**src/hdl/mdq_pkg.sv**
```systemverilog
package mdq_pkg;

  localparam int QUEUE_DEPTH = 16;
  localparam int IDX_W       = $clog2(QUEUE_DEPTH);
  localparam int DATA_W      = 32;
  localparam int NUM_W       = 31;
  localparam int POS_W       = 24;
  localparam int NUM_AXES    = 3;
  localparam int AXIS_W      = 2;

  localparam logic [DATA_W-1:0] NOT_MOVED = '1;

  typedef enum logic [2:0] {
    OP_ENQUEUE = 3'd0,
    OP_TICK    = 3'd1,
    OP_CLEAR   = 3'd2,
    OP_ENABLE  = 3'd3,
    OP_DISABLE = 3'd4
  } op_t;

  typedef enum logic [1:0] {
    KIND_STATUS = 2'd0,
    KIND_MOVE   = 2'd1,
    KIND_REJECT = 2'd2
  } kind_t;

  typedef enum logic [1:0] {
    ST_IDLE,
    ST_SCAN,
    ST_RETIRE,
    ST_EMIT
  } state_t;

  typedef struct packed {
    logic [DATA_W-1:0] number;
    logic [DATA_W-1:0] z;
    logic [DATA_W-1:0] y;
    logic [DATA_W-1:0] x;
  } entry_t;

endpackage

```
**src/hdl/three_axis_move_dispatch_queue.sv**
```systemverilog
// Ring queue of three-axis move commands with per-axis dispatch.
//
// Request channel: a request (op plus its payload) is taken at a rising edge
// with start high and busy low. busy stays high until the last result of
// that request has been issued.
// Result channel: each result sits on the result ports for one cycle with
// strobe high; the receiver cannot stall, so results are never held back.
// last marks the final result of a request (one to three results each).
// Config channel: cfg_data (take_cmd_number) is written on cfg_valid with
// cfg_ready high; cfg_ready is always high. Write only while idle.
// Sequence: enqueue, clear, enable, disable, and a tick that finds dispatch
// off or the queue empty go from accept straight to the emit state, which
// registers the result strobe. An active tick walks the three axes one
// per cycle through a single target compare/mask unit, then a retire
// step, then the emit state, which issues its results in turn. Next
// request can be taken in the cycle of the last strobe.
// Reset (rst, synchronous) empties the queue, disables dispatch, and zeroes
// the retired number, the enqueue count and the config register. Queue
// slots are not cleared; only written slots are ever read.
module three_axis_move_dispatch_queue (
  input  logic                           clk,
  input  logic                           rst,
  input  logic                           start,
  output logic                           busy,
  input  logic [2:0]                     op,
  input  logic signed [31:0]             target_x,
  input  logic signed [31:0]             target_y,
  input  logic signed [31:0]             target_z,
  input  logic [30:0]                    cmd_number,
  input  logic [2:0]                     axis_ready,
  input  logic                           cfg_valid,
  output logic                           cfg_ready,
  input  logic                           cfg_data,
  output logic                           strobe,
  output logic [1:0]                     kind,
  output logic [1:0]                     axis,
  output logic [23:0]                    position,
  output logic signed [31:0]             completed_number,
  output logic                           queue_full,
  output logic                           queue_empty,
  output logic                           last
);
  import mdq_pkg::*;

  function automatic logic [IDX_W-1:0] next_slot(input logic [IDX_W-1:0] i);
    if (i == IDX_W'(QUEUE_DEPTH - 1)) begin
      return '0;
    end
    return i + IDX_W'(1);
  endfunction

  // Control and queue state
  state_t               state, state_next;
  logic [IDX_W-1:0]     head_index;
  logic [IDX_W-1:0]     tail_index;
  logic [NUM_AXES-1:0]  axis_fired;
  logic [DATA_W-1:0]    retired_number;
  logic [DATA_W-1:0]    enqueue_count;
  logic                 dispatch_on;
  logic                 take_cmd_number;

  // Per-request working registers
  logic [NUM_AXES-1:0]  ready_q;     // latched axis_ready of a tick
  logic [NUM_AXES-1:0]  send;        // axes with a move still to report
  logic [POS_W-1:0]     pos_buf [NUM_AXES];
  logic [AXIS_W-1:0]    axis_cnt;    // axis walked by the shared unit
  logic                 rejected;

  // Command store, read at head with registered data
  entry_t               mem [QUEUE_DEPTH];
  entry_t               rd_data;

  // Combinational helpers
  logic                 is_empty;
  logic                 is_full;
  logic                 accept;
  logic [DATA_W-1:0]    cur_target;
  logic                 cur_fire;
  logic                 cur_moved;
  logic [NUM_AXES-1:0]  emit_pick;
  logic [AXIS_W-1:0]    emit_axis;
  logic                 emit_last;
  logic [DATA_W-1:0]    new_number;

  assign is_empty  = (head_index == tail_index);
  assign is_full   = (next_slot(tail_index) == head_index);
  assign busy      = (state != ST_IDLE);
  assign accept    = start && !busy;
  assign cfg_ready = 1'b1;

  // Next state
  always_comb begin
    state_next = state;
    unique case (state)
      ST_IDLE: begin
        if (accept) begin
          if (op_t'(op) == OP_TICK && dispatch_on && !is_empty) begin
            state_next = ST_SCAN;
          end else begin
            state_next = ST_EMIT;
          end
        end
      end
      ST_SCAN: begin
        if (axis_cnt == AXIS_W'(NUM_AXES - 1)) begin
          state_next = ST_RETIRE;
        end
      end
      ST_RETIRE: state_next = ST_EMIT;
      ST_EMIT: begin
        if (emit_last) begin
          state_next = ST_IDLE;
        end
      end
      default: state_next = ST_IDLE;
    endcase
  end

  // Datapath decode: shared target compare/mask and result selection
  always_comb begin
    case (axis_cnt)
      2'd0:    cur_target = rd_data.x;
      2'd1:    cur_target = rd_data.y;
      default: cur_target = rd_data.z;
    endcase
    cur_fire  = ready_q[axis_cnt] && !axis_fired[axis_cnt];
    cur_moved = (cur_target != NOT_MOVED);

    // lowest pending axis goes out first
    emit_pick = send & (~send + NUM_AXES'(1));
    emit_axis = '0;
    for (int a = 0; a < NUM_AXES; a++) begin
      if (emit_pick[a]) begin
        emit_axis = AXIS_W'(a);
      end
    end
    emit_last = ((send & ~emit_pick) == '0);

    new_number = take_cmd_number ? {1'b0, cmd_number} : enqueue_count;
  end

  // Store
  always_ff @(posedge clk) begin
    rd_data <= mem[head_index];
    if (state == ST_IDLE && accept && op_t'(op) == OP_ENQUEUE && !is_full) begin
      mem[tail_index] <= '{number: new_number, z: target_z, y: target_y, x: target_x};
    end
  end

  // Control registers
  always_ff @(posedge clk) begin
    if (rst) begin
      state            <= ST_IDLE;
      head_index       <= '0;
      tail_index       <= '0;
      axis_fired       <= '0;
      retired_number   <= '0;
      enqueue_count    <= '0;
      dispatch_on      <= 1'b0;
      take_cmd_number  <= 1'b0;
      send             <= '0;
      axis_cnt         <= '0;
      rejected         <= 1'b0;
      strobe           <= 1'b0;
      last             <= 1'b0;
    end else begin
      state  <= state_next;
      strobe <= 1'b0;
      last   <= 1'b0;
      if (cfg_valid && cfg_ready) begin
        take_cmd_number <= cfg_data;
      end
      unique case (state)
        ST_IDLE: begin
          send     <= '0;
          axis_cnt <= '0;
          rejected <= 1'b0;
          if (accept) begin
            unique case (op_t'(op))
              OP_ENQUEUE: begin
                if (is_full) begin
                  rejected <= 1'b1;
                end else begin
                  tail_index <= next_slot(tail_index);
                  if (!take_cmd_number) begin
                    enqueue_count <= enqueue_count + DATA_W'(1);
                  end
                end
              end
              OP_TICK: ;
              OP_CLEAR: begin
                head_index    <= '0;
                tail_index    <= '0;
                axis_fired    <= '0;
                enqueue_count <= '0;
                dispatch_on   <= 1'b0;
              end
              OP_ENABLE:  dispatch_on <= 1'b1;
              OP_DISABLE: dispatch_on <= 1'b0;
              default: ;
            endcase
          end
        end
        ST_SCAN: begin
          if (cur_fire) begin
            axis_fired[axis_cnt] <= 1'b1;
            send[axis_cnt]       <= cur_moved;
          end
          axis_cnt <= axis_cnt + AXIS_W'(1);
        end
        ST_RETIRE: begin
          if (axis_fired == '1) begin
            retired_number <= rd_data.number;
            head_index     <= next_slot(head_index);
            axis_fired     <= '0;
          end
        end
        ST_EMIT: begin
          strobe <= 1'b1;
          last   <= emit_last;
          send   <= send & ~emit_pick;
        end
        default: ;
      endcase
    end
  end

  // Payload registers
  always_ff @(posedge clk) begin
    ready_q <= accept ? axis_ready : ready_q;
    if (state == ST_SCAN && cur_fire) begin
      pos_buf[axis_cnt] <= cur_target[POS_W-1:0];
    end
    if (state == ST_EMIT) begin
      if (send != '0) begin
        kind     <= KIND_MOVE;
        axis     <= emit_axis;
        position <= pos_buf[emit_axis];
      end else begin
        kind     <= rejected ? KIND_REJECT : KIND_STATUS;
        axis     <= '0;
        position <= '0;
      end
      completed_number <= retired_number;
      queue_full       <= is_full;
      queue_empty      <= is_empty;
    end
  end

`ifndef SYNTHESIS
  a_busy_after_accept: assert property (@(posedge clk) disable iff (rst)
    (start && !busy) |=> busy)
    else $error("request accepted but block not busy");

  a_gap_after_last: assert property (@(posedge clk) disable iff (rst)
    (strobe && last) |=> !strobe)
    else $error("result strobe directly after last result");

  a_full_empty_excl: assert property (@(posedge clk) disable iff (rst)
    strobe |-> !(queue_full && queue_empty))
    else $error("queue reported full and empty at once");

  a_non_move_zero: assert property (@(posedge clk) disable iff (rst)
    (strobe && kind != KIND_MOVE) |-> (axis == '0 && position == '0))
    else $error("non-move result carries axis or position");
`endif

endmodule
```
**config.mk**
```make
export PLATFORM = sky130hd
export DESIGN_NAME = three_axis_move_dispatch_queue
export DESIGN_NICKNAME = d
export VERILOG_FILES = /design/src/hdl/mdq_pkg.sv /design/src/hdl/three_axis_move_dispatch_queue.sv
export SDC_FILE = /design/constraint.sdc
export NUM_CORES = 2
export LEC_CHECK = 0
export ABC_AREA = 1
export CORE_MARGIN = 10
export CORE_UTILIZATION = 35
export DETAILED_ROUTE_END_ITERATION = 16
export DONT_BUFFER_PORTS = 1
export GPL_TIMING_DRIVEN = 0
export SLEW_MARGIN = 10
export SYNTH_ARGS = -nofsm -noshare
export SYNTH_HDL_FRONTEND = slang
export SYNTH_SLANG_ARGS = --single-unit
```
**constraint.sdc**
```tcl
create_clock -name clk -period 12.3 [get_ports clk]
set_clock_uncertainty 0.15 [all_clocks]
set_input_delay 2.46 -clock clk [delete_from_list [all_inputs] [get_ports clk]]
set_output_delay 2.46 -clock clk [all_outputs]
set_load 0.01 [all_outputs]
```
==> impl_metrics.toml <==
[outcome]
outcome = "complete, no violations"

[cells_and_area]
regArea_sq_um = 69920
syn_to_final_growth_pct = 16.66
fin_area_sq_um = 107500
drive_gt1_share_pct = 11.57
multi_input_area_sq_um = 19650
fill_cells = 24040
nets = 7728

[clock_network]
cts_root_buf = "clkbuf_16"
clockBufferDepth = 3
cts.clk_slew.worst_paths_ns = 0.06
numClockSinks = 2400
cts.hold.buffers_added = 0
cts_tree = "yes"
post_cts.resized_instances = 0
h-tree-depth = 4
clock_latency_ns = 0.93
cts-buffers-inserted = 228
cts_setup_buffers = 0

[yosys]
synth_top_family_by_area = "compound AO/OA/AOI/OAI gates"
yosysUniqueCellTypes = 40
synthesis.area_sq_um = 92180
synthAdderAreaFrac_pct = 0.1900
synth_top_area_share_pct = 71.18
synth-compound-area-share_pct = 12.15
yosys.area.top_type = "edfxtp_1"
ys_seq_area_share_pct = 75.85
synth_xor_area_share_pct = 0.1805
synth-simple-area-share_pct = 8.551
syn_nets = 7170
synthMuxAreaShare_pct = 0.06515
ys_ff_latch = 2400
synth_area_leaders = "edfxtp_1 (71%), o21ai_0 (6.3%), nor2_1 (5.4%)"
synth_warnings = 0
syn_inst = 7018
avgSynthCellArea_sq_um = 13.14

[worst_setup_path]
crit_path_top_delay_cell = "nor3_2"
cp.arrival_ns = 5.67
crit_required_ns = 12.75
crit_family = "buffers and inverters"
endpoint_kind = "flop"
crit_path_max_fanout = 10
crit_top_cell = "buf_4"
rr_endpoint = "mem[12][47]$_DFFE_PP_"
critical_path_class = "in2reg"
reg2reg_from = "head_index[0]$_SDFFE_PP0P_"
cpPeakStageDelay_ns = 0.72
path_buf_inv = 8
rrSetupSlack_ns = 7.69
path_cells = "nor2_1 -> inv_1 -> nor2_1 -> nand3_2 -> buf_2 -> nor3_2 -> buf_4 -> buf_6 -> buf_4 -> buf_6 -> buf_4 -> buf_4"
worst_setup_path_start_kind = "input port"
ff2ff_path_depth = 15

[min_path]
worst_hold_path_type = "reg2reg"
hold_end = "retired_number[4]$_SDFFE_PP0P_"
hold_path.startpoint = "rd_data[100]$_DFF_P_"
whs_path_depth = 2

[floorplanning]
die_w_microns = 533.2
die_area_sq_um = 284300
core_sq_um = 262300
num_io_pins = 204
fp-row-count = 188
start_util_pct = 35.15
floorplan.die.height_microns = 533.2

[place]
io_buffer_count = 0
placed_area_sq_um = 99790
gp_congestion = 0.9216
hpwlAfterDp_microns = 240000

[power_and_ir_drop]
p_clk_share_pct = 36.7
p_per_area_nw_per_um2 = 181.1
vdd_drop_max_mv = 0.1640
seqPwrFrac_pct = 48.2
power_leakage_nw = 35.49
p_int_mw = 13.84
p_sw_share_pct = 28.94
p_comb_share_pct = 15.0
p_sw_mw = 5.638

[detailed_routing]
post_drt_via_cell_ratio = 5.756
vias = 65190
drt_iter0_drc = 10460
routed_wl_microns = 339000
dr.pass1.iters = 8
drc_errors = 0
avgRoutedWirePerCell_microns = 29.93
ant_nets = 0

[sta]
max-slew-margin-rel_pct = 5.507
period_minus_slack_ns = 5.225
final_hold_viol_count = 0
holdWs_ns = 0.2611
fmax_mhz = 191.4
report.final.setup_viol = 0
layout_worst_path_cycle_share_pct = 42.48
slew_violations = 0
grt_setup_unrepaired = "false"
worst_pin_slew_ns = 1.417
fin_tns_setup_ns = 0

[global_route]
grt_usage_pct = 22.64
grt_antenna_before_repair = 42
grt_max_degree = 40
grt_pass1_vias = 61440
grt_pass1_wl_microns = 467100
grt.overflow.total = 0

[job]
maxCapViolCount = 0
==> worst register-to-register path, stage by stage (launching register included) <==
cell and delay [ns]:
dfxtp_1 0.41, buf_4 0.43, buf_6 0.36, nand2_1 0.09, nand2_1 0.08, nor2_2 0.08, nand2_1 0.10, nand3_2 0.18
buf_2 0.30, nor3_2 0.72, buf_4 0.35, buf_6 0.19, buf_4 0.19, buf_6 0.18, buf_4 0.21, buf_4 0.23
==> metrics by stage <==
step / setup WS, ns / util [%] / total power, mW / cells
detailed placement: 6.244 / 38.05 / 12.36 / 10860
floorplan: -0.5314 / - / 10.93 / 7018
CTS: 7.211 / 40.97 / 19.37 / 11300
global route: 6.976 / 40.99 / 19.94 / 11320
finish: 7.075 / 41.00 / 19.48 / 11330
global placement: -12.62 / 36.82 / 12.32 / 10530
==> routing by layer <==
| layer | vias up | GRT usage [%] | part of all wire (%) |
|---|---|---|---|
| li1 | 27110 | - | - |
| met1 | 32340 | 29.08 | 36 |
| met2 | 4871 | 34.17 | 44 |
| met3 | 842 | 6.969 | 14 |
| met4 | 16 | 12.44 | 6.2 |
| met5 | - | 0 | 0.099 |
==> layout make-up <==
cell class,count,area share [%]
diodes,28,0.06516
well taps,3515,4.090
plain buffers,482,2.134
inverters,129,0.4526
clock inverters,112,1.187
clock buffers,324,5.948
flip-flops and latches,2400,65.02
repair buffers,328,2.839
multi-input cells,4007,18.27
==> synth_stat cells <==
master	n
a21oi_1	57
buf_4	53
conb_1	1
o21ai_0	1167
or2_2	7
mux2i_1	6
o31ai_1	1
nor2_4	1
clkbuf_1	315
nand2_1	525
clkinv_1	4
dfxtp_1	215
inv_2	6
xnor2_1	5
nand3_2	3
o221ai_1	217
a211oi_1	14
nand4_1	5
inv_4	1
o211ai_1	75
nand4_2	1
o21ai_1	73
nand3_4	2
a31oi_1	11
nor2_2	7
or2_1	2
ha_1	14
inv_1	118
buf_2	85
buf_1	6
o22ai_1	329
buf_6	23
edfxtp_1	2185
nor2_1	1330
nor3_1	25
o2111ai_1	1
nor3b_1	1
nand2_2	1
xor2_1	14
nand3_1	112
==> sequential cells by signal, indices dropped and copies added (netlist names), 3 cells and up <==
register / flops
mem: 2048
rd_data: 128
pos_buf: 72
completed_number: 32
enqueue_count: 32
retired_number: 32
position: 24
head_index: 4
tail_index: 4
axis_fired: 3
ready_q: 3
send: 3
==> layout by cell type, fill, tap and decap left out, types with 6 or more instances in the layout <==
cell type and n:
a211oi_1 14, a21oi_1 57, a31oi_1 11, buf_1 6, buf_12 6, buf_2 85, buf_4 266, buf_6 117
buf_8 11, bufinv_16 16, clkbuf_1 372, clkbuf_16 228, clkbuf_2 6, clkbuf_8 33, clkinv_1 31, clkinv_16 12
clkinv_2 44, clkinvlp_4 6, dfxtp_1 215, diode_2 28, edfxtp_1 2185, ha_1 13, inv_1 118, inv_2 6
mux2i_1 6, nand2_1 525, nand3_1 112, nor2_1 1325, nor2_2 8, nor3_1 10, nor3_2 15, o211ai_1 75
o21ai_0 1139, o21ai_1 92, o21ai_2 9, o221ai_1 217, o22ai_1 329, or2_2 7, xor2_1 14
==> power groups by stage <==
stage / Sequential, mW / Clock [mW] / Combinational, mW
2_1_floorplan: 9.47 / 0 / 1.46
3_3_place_gp: 9.59 / 0 / 2.73
3_5_place_dp: 9.56 / 0 / 2.80
4_1_cts: 9.39 / 7.17 / 2.81
5_1_grt: 9.40 / 7.50 / 3.04
6_report: 9.40 / 7.15 / 2.93
==> cells by family after synthesis <==
logic type,Yosys count
AND/OR/NAND/NOR,2022
other,1
flip-flops,2400
AO/OA/AOI/OAI,1945
adder cells (fa/ha/maj),14
XOR/XNOR,19
multiplexers,6
buffers and inverters,611
==> how the worst max path moves through the flow <==
| stage | start | end | cells past startpoint |
|---|---|---|---|
| 2_1_floorplan | op[2] | mem[12][0]$_DFFE_PP_ | 6 |
| 3_3_place_gp | op[2] | mem[12][36]$_DFFE_PP_ | 6 |
| 3_5_place_dp | op[2] | mem[12][30]$_DFFE_PP_ | 12 |
| 4_1_cts | op[2] | mem[12][30]$_DFFE_PP_ | 12 |
| 5_1_grt | op[2] | mem[12][30]$_DFFE_PP_ | 12 |
| 6_report | op[2] | mem[12][47]$_DFFE_PP_ | 12 |
Note: power is estimated with default switching activity, not from simulation.
